==> src/sv/swstat_pkg.sv <==
// ---------------------------------------------------------------------------
// swstat_pkg: shared types and constants for the window statistics core
// Sample widths, the saturation limit and the stream word layout.
// ---------------------------------------------------------------------------
package swstat_pkg;

    localparam int SAMPLE_W      = 14;
    localparam int OUT_COUNT_W   = 7;
    localparam int DEPTH_DEFAULT = 64;

    localparam logic [SAMPLE_W-1:0] SAMPLE_LIMIT = 14'd10000;

    // stream word widths, padded to whole bytes
    localparam int S_TDATA_W = 32;
    localparam int M_TDATA_W = 64;

    // one store word holds both readings of a sample
    typedef struct packed {
        logic [SAMPLE_W-1:0] co2;
        logic [SAMPLE_W-1:0] pm25;
    } sample_t;

    // result word, last field in the lowest bits
    typedef struct packed {
        logic                   pad;
        logic [SAMPLE_W-1:0]    pm25_mean;
        logic [SAMPLE_W-1:0]    pm25_maximum;
        logic [SAMPLE_W-1:0]    pm25_minimum;
        logic [SAMPLE_W-1:0]    co2_mean;
        logic [OUT_COUNT_W-1:0] stored_count;
    } result_t;

    function automatic logic [SAMPLE_W-1:0] clamp_sample(input logic [SAMPLE_W-1:0] v);
        clamp_sample = (v > SAMPLE_LIMIT) ? SAMPLE_LIMIT : v;
    endfunction

endpackage

==> src/sv/swstat_store.sv <==
// ---------------------------------------------------------------------------
// swstat_store: ring store of recent samples
// One write port and one read port with registered read data.
// ---------------------------------------------------------------------------
module swstat_store
    import swstat_pkg::*;
#(
    parameter int WINDOW_DEPTH = DEPTH_DEFAULT,
    parameter int ADDR_W       = $clog2(WINDOW_DEPTH)
) (
    input  logic              aclk,
    input  logic              wr_en,
    input  logic [ADDR_W-1:0] wr_addr,
    input  sample_t           wr_data,
    input  logic              rd_en,
    input  logic [ADDR_W-1:0] rd_addr,
    output sample_t           rd_data
);

    sample_t mem [WINDOW_DEPTH];
    sample_t rd_data_reg;

    always_ff @(posedge aclk) begin
        if (wr_en) begin
            mem[wr_addr] <= wr_data;
        end
    end

    always_ff @(posedge aclk) begin
        if (rd_en) begin
            rd_data_reg <= mem[rd_addr];
        end
    end

    assign rd_data = rd_data_reg;

endmodule

==> src/sv/swstat_div.sv <==
// ---------------------------------------------------------------------------
// swstat_div: serial restoring divider
// One quotient bit per cycle; done pulses for one cycle with the quotient.
// ---------------------------------------------------------------------------
module swstat_div
    import swstat_pkg::*;
#(
    parameter int SUM_W = 21,
    parameter int CNT_W = 7
) (
    input  logic             aclk,
    input  logic             aresetn,
    input  logic             start,
    input  logic [SUM_W-1:0] dividend,
    input  logic [CNT_W-1:0] divisor,
    output logic             done,
    output logic [SUM_W-1:0] quotient
);

    localparam int STEP_W = $clog2(SUM_W + 1);
    localparam logic [STEP_W-1:0] LAST_STEP = STEP_W'(SUM_W - 1);

    logic              busy_reg, busy_next;
    logic              done_reg, done_next;
    logic [STEP_W-1:0] step_reg, step_next;
    logic [SUM_W-1:0]  quo_reg,  quo_next;
    logic [CNT_W-1:0]  rem_reg,  rem_next;
    logic [CNT_W-1:0]  div_reg,  div_next;
    logic [CNT_W:0]    trial;

    always_comb begin
        busy_next = busy_reg;
        done_next = 1'b0;
        step_next = step_reg;
        quo_next  = quo_reg;
        rem_next  = rem_reg;
        div_next  = div_reg;
        trial     = {rem_reg, quo_reg[SUM_W-1]};
        if (start && !busy_reg) begin
            busy_next = 1'b1;
            step_next = '0;
            quo_next  = dividend;
            rem_next  = '0;
            div_next  = divisor;
        end else if (busy_reg) begin
            // shift in the next dividend bit, subtract when it fits
            if (trial >= {1'b0, div_reg}) begin
                rem_next = CNT_W'(trial - {1'b0, div_reg});
                quo_next = {quo_reg[SUM_W-2:0], 1'b1};
            end else begin
                rem_next = trial[CNT_W-1:0];
                quo_next = {quo_reg[SUM_W-2:0], 1'b0};
            end
            step_next = step_reg + 1'b1;
            if (step_reg == LAST_STEP) begin
                busy_next = 1'b0;
                done_next = 1'b1;
            end
        end
    end

    always_ff @(posedge aclk) begin
        if (!aresetn) begin
            busy_reg <= 1'b0;
            done_reg <= 1'b0;
            step_reg <= '0;
        end else begin
            busy_reg <= busy_next;
            done_reg <= done_next;
            step_reg <= step_next;
        end
    end

    always_ff @(posedge aclk) begin
        quo_reg <= quo_next;
        rem_reg <= rem_next;
        div_reg <= div_next;
    end

    assign done     = done_reg;
    assign quotient = quo_reg;

endmodule

==> src/sv/sensor_window_statistics_core.sv <==
// ---------------------------------------------------------------------------
// sensor_window_statistics_core: sliding window min, max and mean
// Stores air-quality samples in a ring of WINDOW_DEPTH entries and reports
// count, mean CO2 and min/max/mean PM2.5 over the stored samples.
// ---------------------------------------------------------------------------
//
//  channel | dir | tdata fields (lsb first)                     | per request
//  --------+-----+----------------------------------------------+------------
//  s_      | in  | pm25_sample[13:0], co2_sample[27:14], 0 pad  | one sample
//  m_      | out | stored_count[6:0], co2_mean[20:7],           | one result
//          |     | pm25_minimum[34:21], pm25_maximum[48:35],    |
//          |     | pm25_mean[62:49], 0 pad                      |
//
// Sequence: a request scans the N samples held (up to WINDOW_DEPTH), and
//   SUM_W = 14 + clog2(depth + 1) is the width of the sums. The scan reads
//   one store entry per cycle, then one serial divider forms both means
//   in turn.
// s_tready is high only in idle; a finished result parks in the m_ register
//   so the next sample can be taken while it waits.
// A new result waits in its final state until the m_ register is free.
// Reset (aresetn low, synchronous) clears pointer, fill count and control;
//   the store has no clearing pass, only written entries are ever read.
//
module sensor_window_statistics_core
    import swstat_pkg::*;
#(
    parameter int WINDOW_DEPTH = DEPTH_DEFAULT
) (
    input  logic                 aclk,
    input  logic                 aresetn,
    input  logic                 s_tvalid,
    output logic                 s_tready,
    input  logic [S_TDATA_W-1:0] s_tdata,   // pm25_sample[13:0], co2_sample[27:14]
    output logic                 m_tvalid,
    input  logic                 m_tready,
    output logic [M_TDATA_W-1:0] m_tdata    // count, co2_mean, pm25 min, max, mean
);

    localparam int ADDR_W = (WINDOW_DEPTH > 1) ? $clog2(WINDOW_DEPTH) : 1;
    localparam int CNT_W  = $clog2(WINDOW_DEPTH + 1);
    localparam int SUM_W  = SAMPLE_W + CNT_W;

    localparam logic [ADDR_W-1:0] LAST_ADDR = ADDR_W'(WINDOW_DEPTH - 1);
    localparam logic [CNT_W-1:0]  FULL_CNT  = CNT_W'(WINDOW_DEPTH);

    // sequencer states
    localparam logic [2:0] ST_IDLE    = 3'd0;
    localparam logic [2:0] ST_SCAN    = 3'd1;
    localparam logic [2:0] ST_DIV_CO2 = 3'd2;
    localparam logic [2:0] ST_DIV_PM  = 3'd3;
    localparam logic [2:0] ST_OUT     = 3'd4;

    logic [2:0]          state_reg, state_next;
    logic [ADDR_W-1:0]   wr_ptr_reg, wr_ptr_next;
    logic [CNT_W-1:0]    fill_reg, fill_next;
    logic [CNT_W-1:0]    idx_reg, idx_next;
    logic                rd_vld_reg, rd_vld_next;
    logic                m_tvalid_reg, m_tvalid_next;

    logic [SUM_W-1:0]    pm_sum_reg, pm_sum_next;
    logic [SUM_W-1:0]    co2_sum_reg, co2_sum_next;
    logic [SAMPLE_W-1:0] pm_min_reg, pm_min_next;
    logic [SAMPLE_W-1:0] pm_max_reg, pm_max_next;
    logic [SAMPLE_W-1:0] co2_mean_reg, co2_mean_next;
    logic [SAMPLE_W-1:0] pm_mean_reg, pm_mean_next;
    result_t             m_data_reg, m_data_next;

    logic                s_accept;
    logic                rd_issue;
    sample_t             wr_sample;
    sample_t             rd_sample;
    logic                div_start;
    logic [SUM_W-1:0]    div_dividend;
    logic                div_done;
    logic [SUM_W-1:0]    div_quotient;

    assign s_tready = (state_reg == ST_IDLE);
    assign s_accept = s_tvalid && s_tready;
    assign m_tvalid = m_tvalid_reg;
    assign m_tdata  = m_data_reg;

    // saturate both readings before they reach the store
    assign wr_sample.pm25 = clamp_sample(s_tdata[SAMPLE_W-1:0]);
    assign wr_sample.co2  = clamp_sample(s_tdata[2*SAMPLE_W-1:SAMPLE_W]);

    // scan issues one read per cycle over entries 0 .. fill-1
    assign rd_issue = (state_reg == ST_SCAN) && (idx_reg < fill_reg);

    swstat_store #(
        .WINDOW_DEPTH (WINDOW_DEPTH),
        .ADDR_W       (ADDR_W)
    ) u_store (
        .aclk    (aclk),
        .wr_en   (s_accept),
        .wr_addr (wr_ptr_reg),
        .wr_data (wr_sample),
        .rd_en   (rd_issue),
        .rd_addr (idx_reg[ADDR_W-1:0]),
        .rd_data (rd_sample)
    );

    swstat_div #(
        .SUM_W (SUM_W),
        .CNT_W (CNT_W)
    ) u_div (
        .aclk     (aclk),
        .aresetn  (aresetn),
        .start    (div_start),
        .dividend (div_dividend),
        .divisor  (fill_reg),
        .done     (div_done),
        .quotient (div_quotient)
    );

    always_comb begin
        state_next    = state_reg;
        wr_ptr_next   = wr_ptr_reg;
        fill_next     = fill_reg;
        idx_next      = idx_reg;
        rd_vld_next   = rd_issue;
        m_tvalid_next = m_tvalid_reg;
        pm_sum_next   = pm_sum_reg;
        co2_sum_next  = co2_sum_reg;
        pm_min_next   = pm_min_reg;
        pm_max_next   = pm_max_reg;
        co2_mean_next = co2_mean_reg;
        pm_mean_next  = pm_mean_reg;
        m_data_next   = m_data_reg;
        div_start     = 1'b0;
        div_dividend  = co2_sum_reg;

        if (m_tvalid_reg && m_tready) begin
            m_tvalid_next = 1'b0;
        end

        // fold the entry read last cycle into the running stats
        if (rd_vld_reg) begin
            pm_sum_next  = pm_sum_reg + SUM_W'(rd_sample.pm25);
            co2_sum_next = co2_sum_reg + SUM_W'(rd_sample.co2);
            if (rd_sample.pm25 < pm_min_reg) pm_min_next = rd_sample.pm25;
            if (rd_sample.pm25 > pm_max_reg) pm_max_next = rd_sample.pm25;
        end

        unique case (state_reg)
            ST_IDLE: begin
                if (s_accept) begin
                    wr_ptr_next = (wr_ptr_reg == LAST_ADDR) ? '0 : wr_ptr_reg + 1'b1;
                    if (fill_reg != FULL_CNT) fill_next = fill_reg + 1'b1;
                    idx_next     = '0;
                    pm_sum_next  = '0;
                    co2_sum_next = '0;
                    pm_min_next  = '1;
                    pm_max_next  = '0;
                    state_next   = ST_SCAN;
                end
            end
            ST_SCAN: begin
                if (rd_issue) begin
                    idx_next = idx_reg + 1'b1;
                end else if (!rd_vld_reg) begin
                    // sums are final; divide CO2 first
                    div_start  = 1'b1;
                    state_next = ST_DIV_CO2;
                end
            end
            ST_DIV_CO2: begin
                if (div_done) begin
                    co2_mean_next = div_quotient[SAMPLE_W-1:0];
                    div_start     = 1'b1;
                    div_dividend  = pm_sum_reg;
                    state_next    = ST_DIV_PM;
                end
            end
            ST_DIV_PM: begin
                // keep the mean aside; a parked result may still sit in m_
                if (div_done) begin
                    pm_mean_next = div_quotient[SAMPLE_W-1:0];
                    state_next   = ST_OUT;
                end
            end
            ST_OUT: begin
                if (!m_tvalid_reg || m_tready) begin
                    m_data_next.pad          = 1'b0;
                    m_data_next.stored_count = fill_reg[OUT_COUNT_W-1:0];
                    m_data_next.co2_mean     = co2_mean_reg;
                    m_data_next.pm25_minimum = pm_min_reg;
                    m_data_next.pm25_maximum = pm_max_reg;
                    m_data_next.pm25_mean    = pm_mean_reg;
                    m_tvalid_next            = 1'b1;
                    state_next               = ST_IDLE;
                end
            end
            default: begin
                state_next = ST_IDLE;
            end
        endcase
    end

    always_ff @(posedge aclk) begin
        if (!aresetn) begin
            state_reg    <= ST_IDLE;
            wr_ptr_reg   <= '0;
            fill_reg     <= '0;
            idx_reg      <= '0;
            rd_vld_reg   <= 1'b0;
            m_tvalid_reg <= 1'b0;
        end else begin
            state_reg    <= state_next;
            wr_ptr_reg   <= wr_ptr_next;
            fill_reg     <= fill_next;
            idx_reg      <= idx_next;
            rd_vld_reg   <= rd_vld_next;
            m_tvalid_reg <= m_tvalid_next;
        end
    end

    always_ff @(posedge aclk) begin
        pm_sum_reg   <= pm_sum_next;
        co2_sum_reg  <= co2_sum_next;
        pm_min_reg   <= pm_min_next;
        pm_max_reg   <= pm_max_next;
        co2_mean_reg <= co2_mean_next;
        pm_mean_reg  <= pm_mean_next;
        m_data_reg   <= m_data_next;
    end

    // ---- assertions ----

    // an accepted sample always starts a scan
    a_accept_scans: assert property (@(posedge aclk) disable iff (!aresetn)
        s_accept |=> (state_reg == ST_SCAN))
        else $error("accepted sample did not start a scan");

    // fill count saturates at the window depth
    a_fill_bound: assert property (@(posedge aclk) disable iff (!aresetn)
        fill_reg <= FULL_CNT)
        else $error("fill count above window depth");

    // until the ring wraps, the write pointer tracks the fill count
    a_ptr_tracks_fill: assert property (@(posedge aclk) disable iff (!aresetn)
        (fill_reg < FULL_CNT) |-> (CNT_W'(wr_ptr_reg) == fill_reg))
        else $error("write pointer out of step with fill count");

    // a result has min <= mean <= max for PM2.5
    a_result_order: assert property (@(posedge aclk) disable iff (!aresetn)
        m_tvalid_reg |-> (m_data_reg.pm25_minimum <= m_data_reg.pm25_mean &&
                          m_data_reg.pm25_mean <= m_data_reg.pm25_maximum))
        else $error("PM2.5 mean outside min/max");

endmodule
==> config.mk <==
export PLATFORM = sky130hd
export DESIGN_NAME = sensor_window_statistics_core
export DESIGN_NICKNAME = d
export VERILOG_FILES = /design/src/sv/swstat_pkg.sv /design/src/sv/swstat_store.sv /design/src/sv/swstat_div.sv /design/src/sv/sensor_window_statistics_core.sv
export SDC_FILE = /design/constraint.sdc
export NUM_CORES = 2
export LEC_CHECK = 0
export BUFFER_PORTS_ARGS = -buffer_cell sky130_fd_sc_hd__buf_2
export CORE_ASPECT_RATIO = 1.4
export CORE_UTILIZATION = 25
export DETAILED_ROUTE_END_ITERATION = 10
export MAX_ROUTING_LAYER = met4
export PLACE_DENSITY = 0.51
export SETUP_SLACK_MARGIN = 0.5
export SLEW_MARGIN = 20
export SYNTH_ARGS = -nofsm -noshare
export SYNTH_HDL_FRONTEND = slang
export SYNTH_SLANG_ARGS = --single-unit
==> constraint.sdc <==
create_clock -name aclk -period 8.5 [get_ports aclk]
set_input_delay 1.7 -clock aclk [delete_from_list [all_inputs] [get_ports aclk]]
set_output_delay 1.7 -clock aclk [all_outputs]
set_load 0.01 [all_outputs]
== Word-level counts from Yosys, hierarchy flattened ==
Memories as Yosys holds them, arrays and structs flattened. A register that Yosys moved wholly into a read port is not among the register bits.
Cells that the tools add are included.

* Flip-flop bits (word level): 228
* RAM bits: 1,792
* Input bits: 36
* Output and inout bits: 66
* Memories: 1

{| class="wikitable"
|+ Memories
! name !! words !! bits a word !! rd ports !! clocked after memory_dff !! wr ports !! RTL line !! source
|-
| u_store.mem || 64 || 28 || 1 || 1 || 1 || swstat_store.sv:20 || <nowiki>sample_t mem [WINDOW_DEPTH];</nowiki>
|}

* Add/sub/neg operators: 7
* Order comparisons: 6
* Eq/ne operators: 14
* Mux-type cells: 46
* Bitwise logic cells: 2
* Reductions and logical operators: 19

{| class="wikitable"
|+ Operator list
! cell !! number
|-
| $mux 21 || 10
|-
| $mux 14 || 10
|-
| $add 21x14->21 || 2
|-
| $gt 14x14->1 const B || 2
|-
| $mux 7 || 3
|-
| $mux 3 || 6
|-
| $pmux 3 s5 || 1
|-
| $add 7x1->7 const B || 2
|-
| $gt 14x14->1 || 1
|-
| $lt 14x14->1 || 1
|-
| $pmux 7 s2 || 1
|-
| $mux 1 || 13
|-
| $ge 8x7->1 || 1
|-
| $ne 2x2->1 const B || 4
|-
| $reduce_and 2->1 || 4
|-
| $lt 7x7->1 || 1
|-
| $ne 7x7->1 const B || 1
|-
| $sub 7x7->7 || 1
|-
| $add 6x1->6 const B || 1
|-
| $eq 3x2->1 const B || 2
|-
| $eq 6x6->1 const B || 1
|-
| $mux 6 || 1
|-
| $ne 2x1->1 const B || 3
|-
| $reduce_and 3->1 || 2
|-
| other kinds (14) || 20
|}

== Logic depth before layout (Yosys ltp) ==
* Depth in word-level cells: 6
* Depth in mapped cells: 10
* Depth with buffers taken out: 9

== Cells and area by module ==
Synthesis repeated with hierarchy kept, for this count alone.

* Cell total of the unflattened synthesis: 4,114
* Area, all modules: 80,554.8 um^2

{| class="wikitable"
|+ By module, submodules not included
! module !! times used !! cells an instance !! area each (um^2) !! sequential area each (um^2)
|-
| swstat_store || 1 || 3,105 || 69,469.1 || 54,652.4
|-
| sensor_window_statistics_core || 1 || 838 || 9,003.6 || 4,634.4
|-
| swstat_div || 1 || 171 || 2,082.0 || 1,121.1
|}

== Worst setup path after synthesis ==
Ideal clock, no wire load.

* Kind: input port to flip-flop
* From: in m_tready
* To: reg m_data_reg (netlist bit m_tdata[0]) (enable)
* Library setup time: 0.492 ns
* Data arrival time: 4.582 ns
* Data required time: 8.008 ns
* Setup slack: 3.426 ns
* Stages: 2
* Path buffers: 0
* Cells stage by stage: nor2b_1 > nor2b_1

* Word-level cells in the longest chain between the ends: 2

{| class="wikitable"
|+ Ends and longest elaborated chain
! element !! RTL line !! source
|-
| start: declaration || sensor_window_statistics_core.sv:35 || <nowiki>input logic m_tready,</nowiki>
|-
| $logic_or 1x1->1 || sensor_window_statistics_core.sv:182 || <nowiki>if (!m_tvalid_reg || m_tready) begin</nowiki>
|-
| $reduce_and 2->1 (no source line) || - ||
|-
| end signal: assignment || sensor_window_statistics_core.sv:224 || <nowiki>m_data_reg <= m_data_next;</nowiki>
|-
| end: declaration || sensor_window_statistics_core.sv:66 || <nowiki>result_t m_data_reg, m_data_next;</nowiki>
|}

No other way between the ends.
A chain may end at the register's enable or synchronous reset.

== Worst setup path after layout ==
* From: reg idx_reg[0]
* To: reg u_store.rd_data[14] (netlist name)

* Word-level cells in the longest chain between the ends: 2

{| class="wikitable"
|+ Ends and longest elaborated chain
! element !! RTL line !! source
|-
| start: declaration || sensor_window_statistics_core.sv:56 || <nowiki>logic [CNT_W-1:0] idx_reg, idx_next;</nowiki>
|-
| start signal: assignment || sensor_window_statistics_core.sv:211 || <nowiki>idx_reg <= idx_next;</nowiki>
|-
| $lt 7x7->1 || sensor_window_statistics_core.sv:87 || <nowiki>assign rd_issue = (state_reg == ST_SCAN) && (idx_reg < fill_reg);</nowiki>
|-
| $logic_and 1x1->1 || sensor_window_statistics_core.sv:87 ||
|}

Several ways; a longest one is shown, not always the timed one.

==> metrics.md <==
| Metric | Value |
|---|---|
| Status | finished, final reports clean |
| Crit path arrival time | 4.77 ns |
| R2R cell count | 6 |
| DRC viols | 0 |
| Placed cells | 8287 |
| Final setup viols | 0 |
| Yosys warning count | 0 |
| Least-Margin Pin Slew | 1.127 ns |
| Slew headroom | 0.2467 |
| Yosys cell types | 81 |
| Max IR drop VDD | 191.1 uV |
| Drt via density | 4.632 |
| Hold Crit Start | pm_mean_reg[7] |
| Post-Syn Area | 79980 um2 |
| Reg area | 60420 um2 |
| P_leak | 27.71 nW |
| Crit path launch type | register |
| Sequential share of the synthesized area | 0.7553 |
| Post-CTS Setup Inserts | 0 |
| Top post-synthesis cells by area | edfxtp_1 73%, mux4_2 11%, dfxtp_1 2.7% |
| Crit Path Max Fanout | 45 |
| Worst r2r dst | u_store.rd_data[14] |
| Pre-antenna DRT Iters | 7 |
| Layout Cells excl Fill | 8684 |
| Number of global-route vias before repair | 41418 |
| Slew Viols, Final | 0 |
| Fin crit share | 0.4922 |
| Kind of end point of the critical path | register |
| Max Fclk | 0.2390 GHz |
| Core Area | 318200 um2 |
| Number of fill cells in the layout | 31246 |
| Critical path type | reg2reg |
| Largest register FFs | 1792 |
| H-tree depth | 4 |
| Initial antenna violation count | 18 |
| Detail Route Antenna Nets | 0 |
| Pwr dens | 244.4 nW/um2 |
| Fin nets | 4415 |
| Clk buf depth | 3 |
| Hold Path Cell Cnt | 0 |
| Yosys top cell area share | 0.7280 |
| Async SR Flop Fraction | 0 |
| Minimum clock period | 4.184 ns |
| Max-Cap Viols | 0 |
| Total Routed Length | 218.2 mm |
| Avg Inst Size Synth | 19.58 um2 |
| Worst hold path class | reg2reg |
| WL/cell | 25.13 um |
| Ys flop type | edfxtp_1 |
| First-pass GRT wire length | 308.3 mm |
| RSZ-0062 raised after global routing | false |
| Hold buffer count at CTS | 0 |
| Syn-to-layout area delta | 16.54% |
| Port Buffers | 96 |
| Post-synthesis net count | 4197 |
| Root Driver | clkbuf_16 |
| Global route total overflow | 0 |
| TritonCTS clock tree | done |
| Row cnt | 245 |
| Initial Util | 0.2513 |
| Post-synth EDFFs | 1939 |
| Top Ports | 102 |
| Post-CTS Resized | 0 |
| Final Hold Viols | 0 |
| Multi-input gate area | 18870 um2 |
| GRT Util Overall | 0.1376 |
| Die Ht | 671.2 um |
| Clock sinks | 2048 |
| Clock latency on the worst-skew pair | 0.85 ns |
| Yosys top cell by area | edfxtp_1 |
| Dpl hpwl | 127.2 mm |
| Initial DRC count | 4094 |
| Reg-to-Reg Start | idx_reg[0] |
| Final Skew | 0.03607 ns |
| Worst Hold End | m_tdata[56] |
| Req. time, crit path | 9.09 ns |
| Share of post-route cells with drive strength above 1 | 0.2305 |
| Worst-path clk slew | 0.06 ns |
| Vias | 40227 |
| Largest net degree at the start of global routing | 105 |
| Most frequent cells in the layout | 1939 x edfxtp_1, 406 x mux4_2, 215 x clkbuf_16 |
| Total CTS buffers | 210 |
| Most common cell after layout, fill and taps aside | edfxtp_1 |
| Worst reg2reg setup slack | 4.32 ns |
| Synth Instances | 4084 |
| Die area | 322200 um2 |
| Die width | 480.0 um |
| Seq cells post-synth | 2048 |
| Final TNS setup | 0 ns |
| Final RePlAce weighted congestion | 0.8439 |
[worst max-delay path by stage]
stage               start                   to  slack (ns)  depth (start not counted)
2_1_floorplan    m_tready           m_tdata[0]        3.43                          2
3_3_place_gp     s_tvalid  u_store.mem[41][20]        3.75                          6
3_5_place_dp     s_tvalid   u_store.mem[41][8]        3.74                          6
4_1_cts        idx_reg[0]   u_store.rd_data[8]        4.30                          6
5_1_grt        idx_reg[0]   u_store.rd_data[6]        4.07                          6
6_report       idx_reg[0]  u_store.rd_data[14]        4.32                          6
[report_power, final]
part	switching, mW	internal, mW
Sequential	0.174	11.4
Combinational	1.28	0.784
Clock	3.87	5.29
Total	5.33	17.4
[critical path, cell delays in order, from the launching register on]
cell and delay, ns:
dfxtp_4 0.59, buf_4 0.51, buf_4 0.84, mux4_2 0.60, a22oi_1 0.30, nand3_1 0.54, and4_1 0.44
[synthesized netlist by cell type, types with 7 or more instances]
master       n
and2_1      22
a221oi_1    26
o211ai_1    16
ha_1        74
nand2b_1    23
o21ai_1     14
buf_4       29
mux4_2     406
dfxtp_1    109
nor3_1      33
clkbuf_1    68
nand2_1    121
buf_6        7
o21a_1      11
nand3_1    108
a22oi_1    142
buf_1       11
nor4_1       8
inv_1       62
o21ai_0     64
a31oi_1      8
and4_1      20
a21o_1      17
mux2i_1    138
nor2b_1     28
o22ai_1     42
xor2_1      12
o31ai_1      7
nor2_1     180
and3_1      12
nand4_1     18
xnor2_1     19
or3_1       11
a21oi_1     77
buf_2       95
a211oi_1    16
edfxtp_1  1939
mux2_2      10
[per-stage QoR]
| stage | setup WS (ns) | utilization | power (mW) | instance area, um2 | hold WS [ns] |
|---|---|---|---|---|---|
| after floorplan | 3.426 | - | 13.12 | 79980 | 0.4003 |
| after global placement | 3.751 | 0.2708 | 13.81 | 86150 | 0.4071 |
| after detailed placement | 3.736 | 0.2714 | 13.86 | 86350 | 0.4045 |
| after CTS | 4.300 | 0.2926 | 23.00 | 93120 | 0.4176 |
| after global routing | 4.072 | 0.2928 | 23.54 | 93180 | 0.4209 |
| final | 4.316 | 0.2929 | 22.78 | 93200 | 0.4153 |
[cell families after synthesis]
| family | after synthesis | synth area share |
|---|---|---|
| mux | 554 | 0.1330 |
| flops | 2048 | 0.7553 |
| fa+ha+maj | 77 | 0.01233 |
| other cells | 1 | 0.00004689 |
| compound gates | 496 | 0.04295 |
| xor+xnor | 31 | 0.003395 |
| simple gates | 602 | 0.03652 |
| buf+inv | 275 | 0.01643 |
[layer usage]
metal,vias to the layer above,GRT usage,part of all wire
met5,-,-,0
met4,0,0.04766,0.035
met3,336,0.02580,0.065
met2,1260,0.2231,0.49
met1,21345,0.1716,0.41
li1,17286,-,-
[layout make-up]
class	count	share of cell area
Tap cell	4199	0.05637
Inverter	64	0.002578
Timing Repair Buffer	217	0.01735
Multi-Input combinational cell	1761	0.2024
Clock inverter	112	0.01258
Sequential cell	2048	0.6483
Clock buffer	270	0.06005
Antenna cell	13	0.0003490
Note: power is estimated with default switching activity, not from simulation.
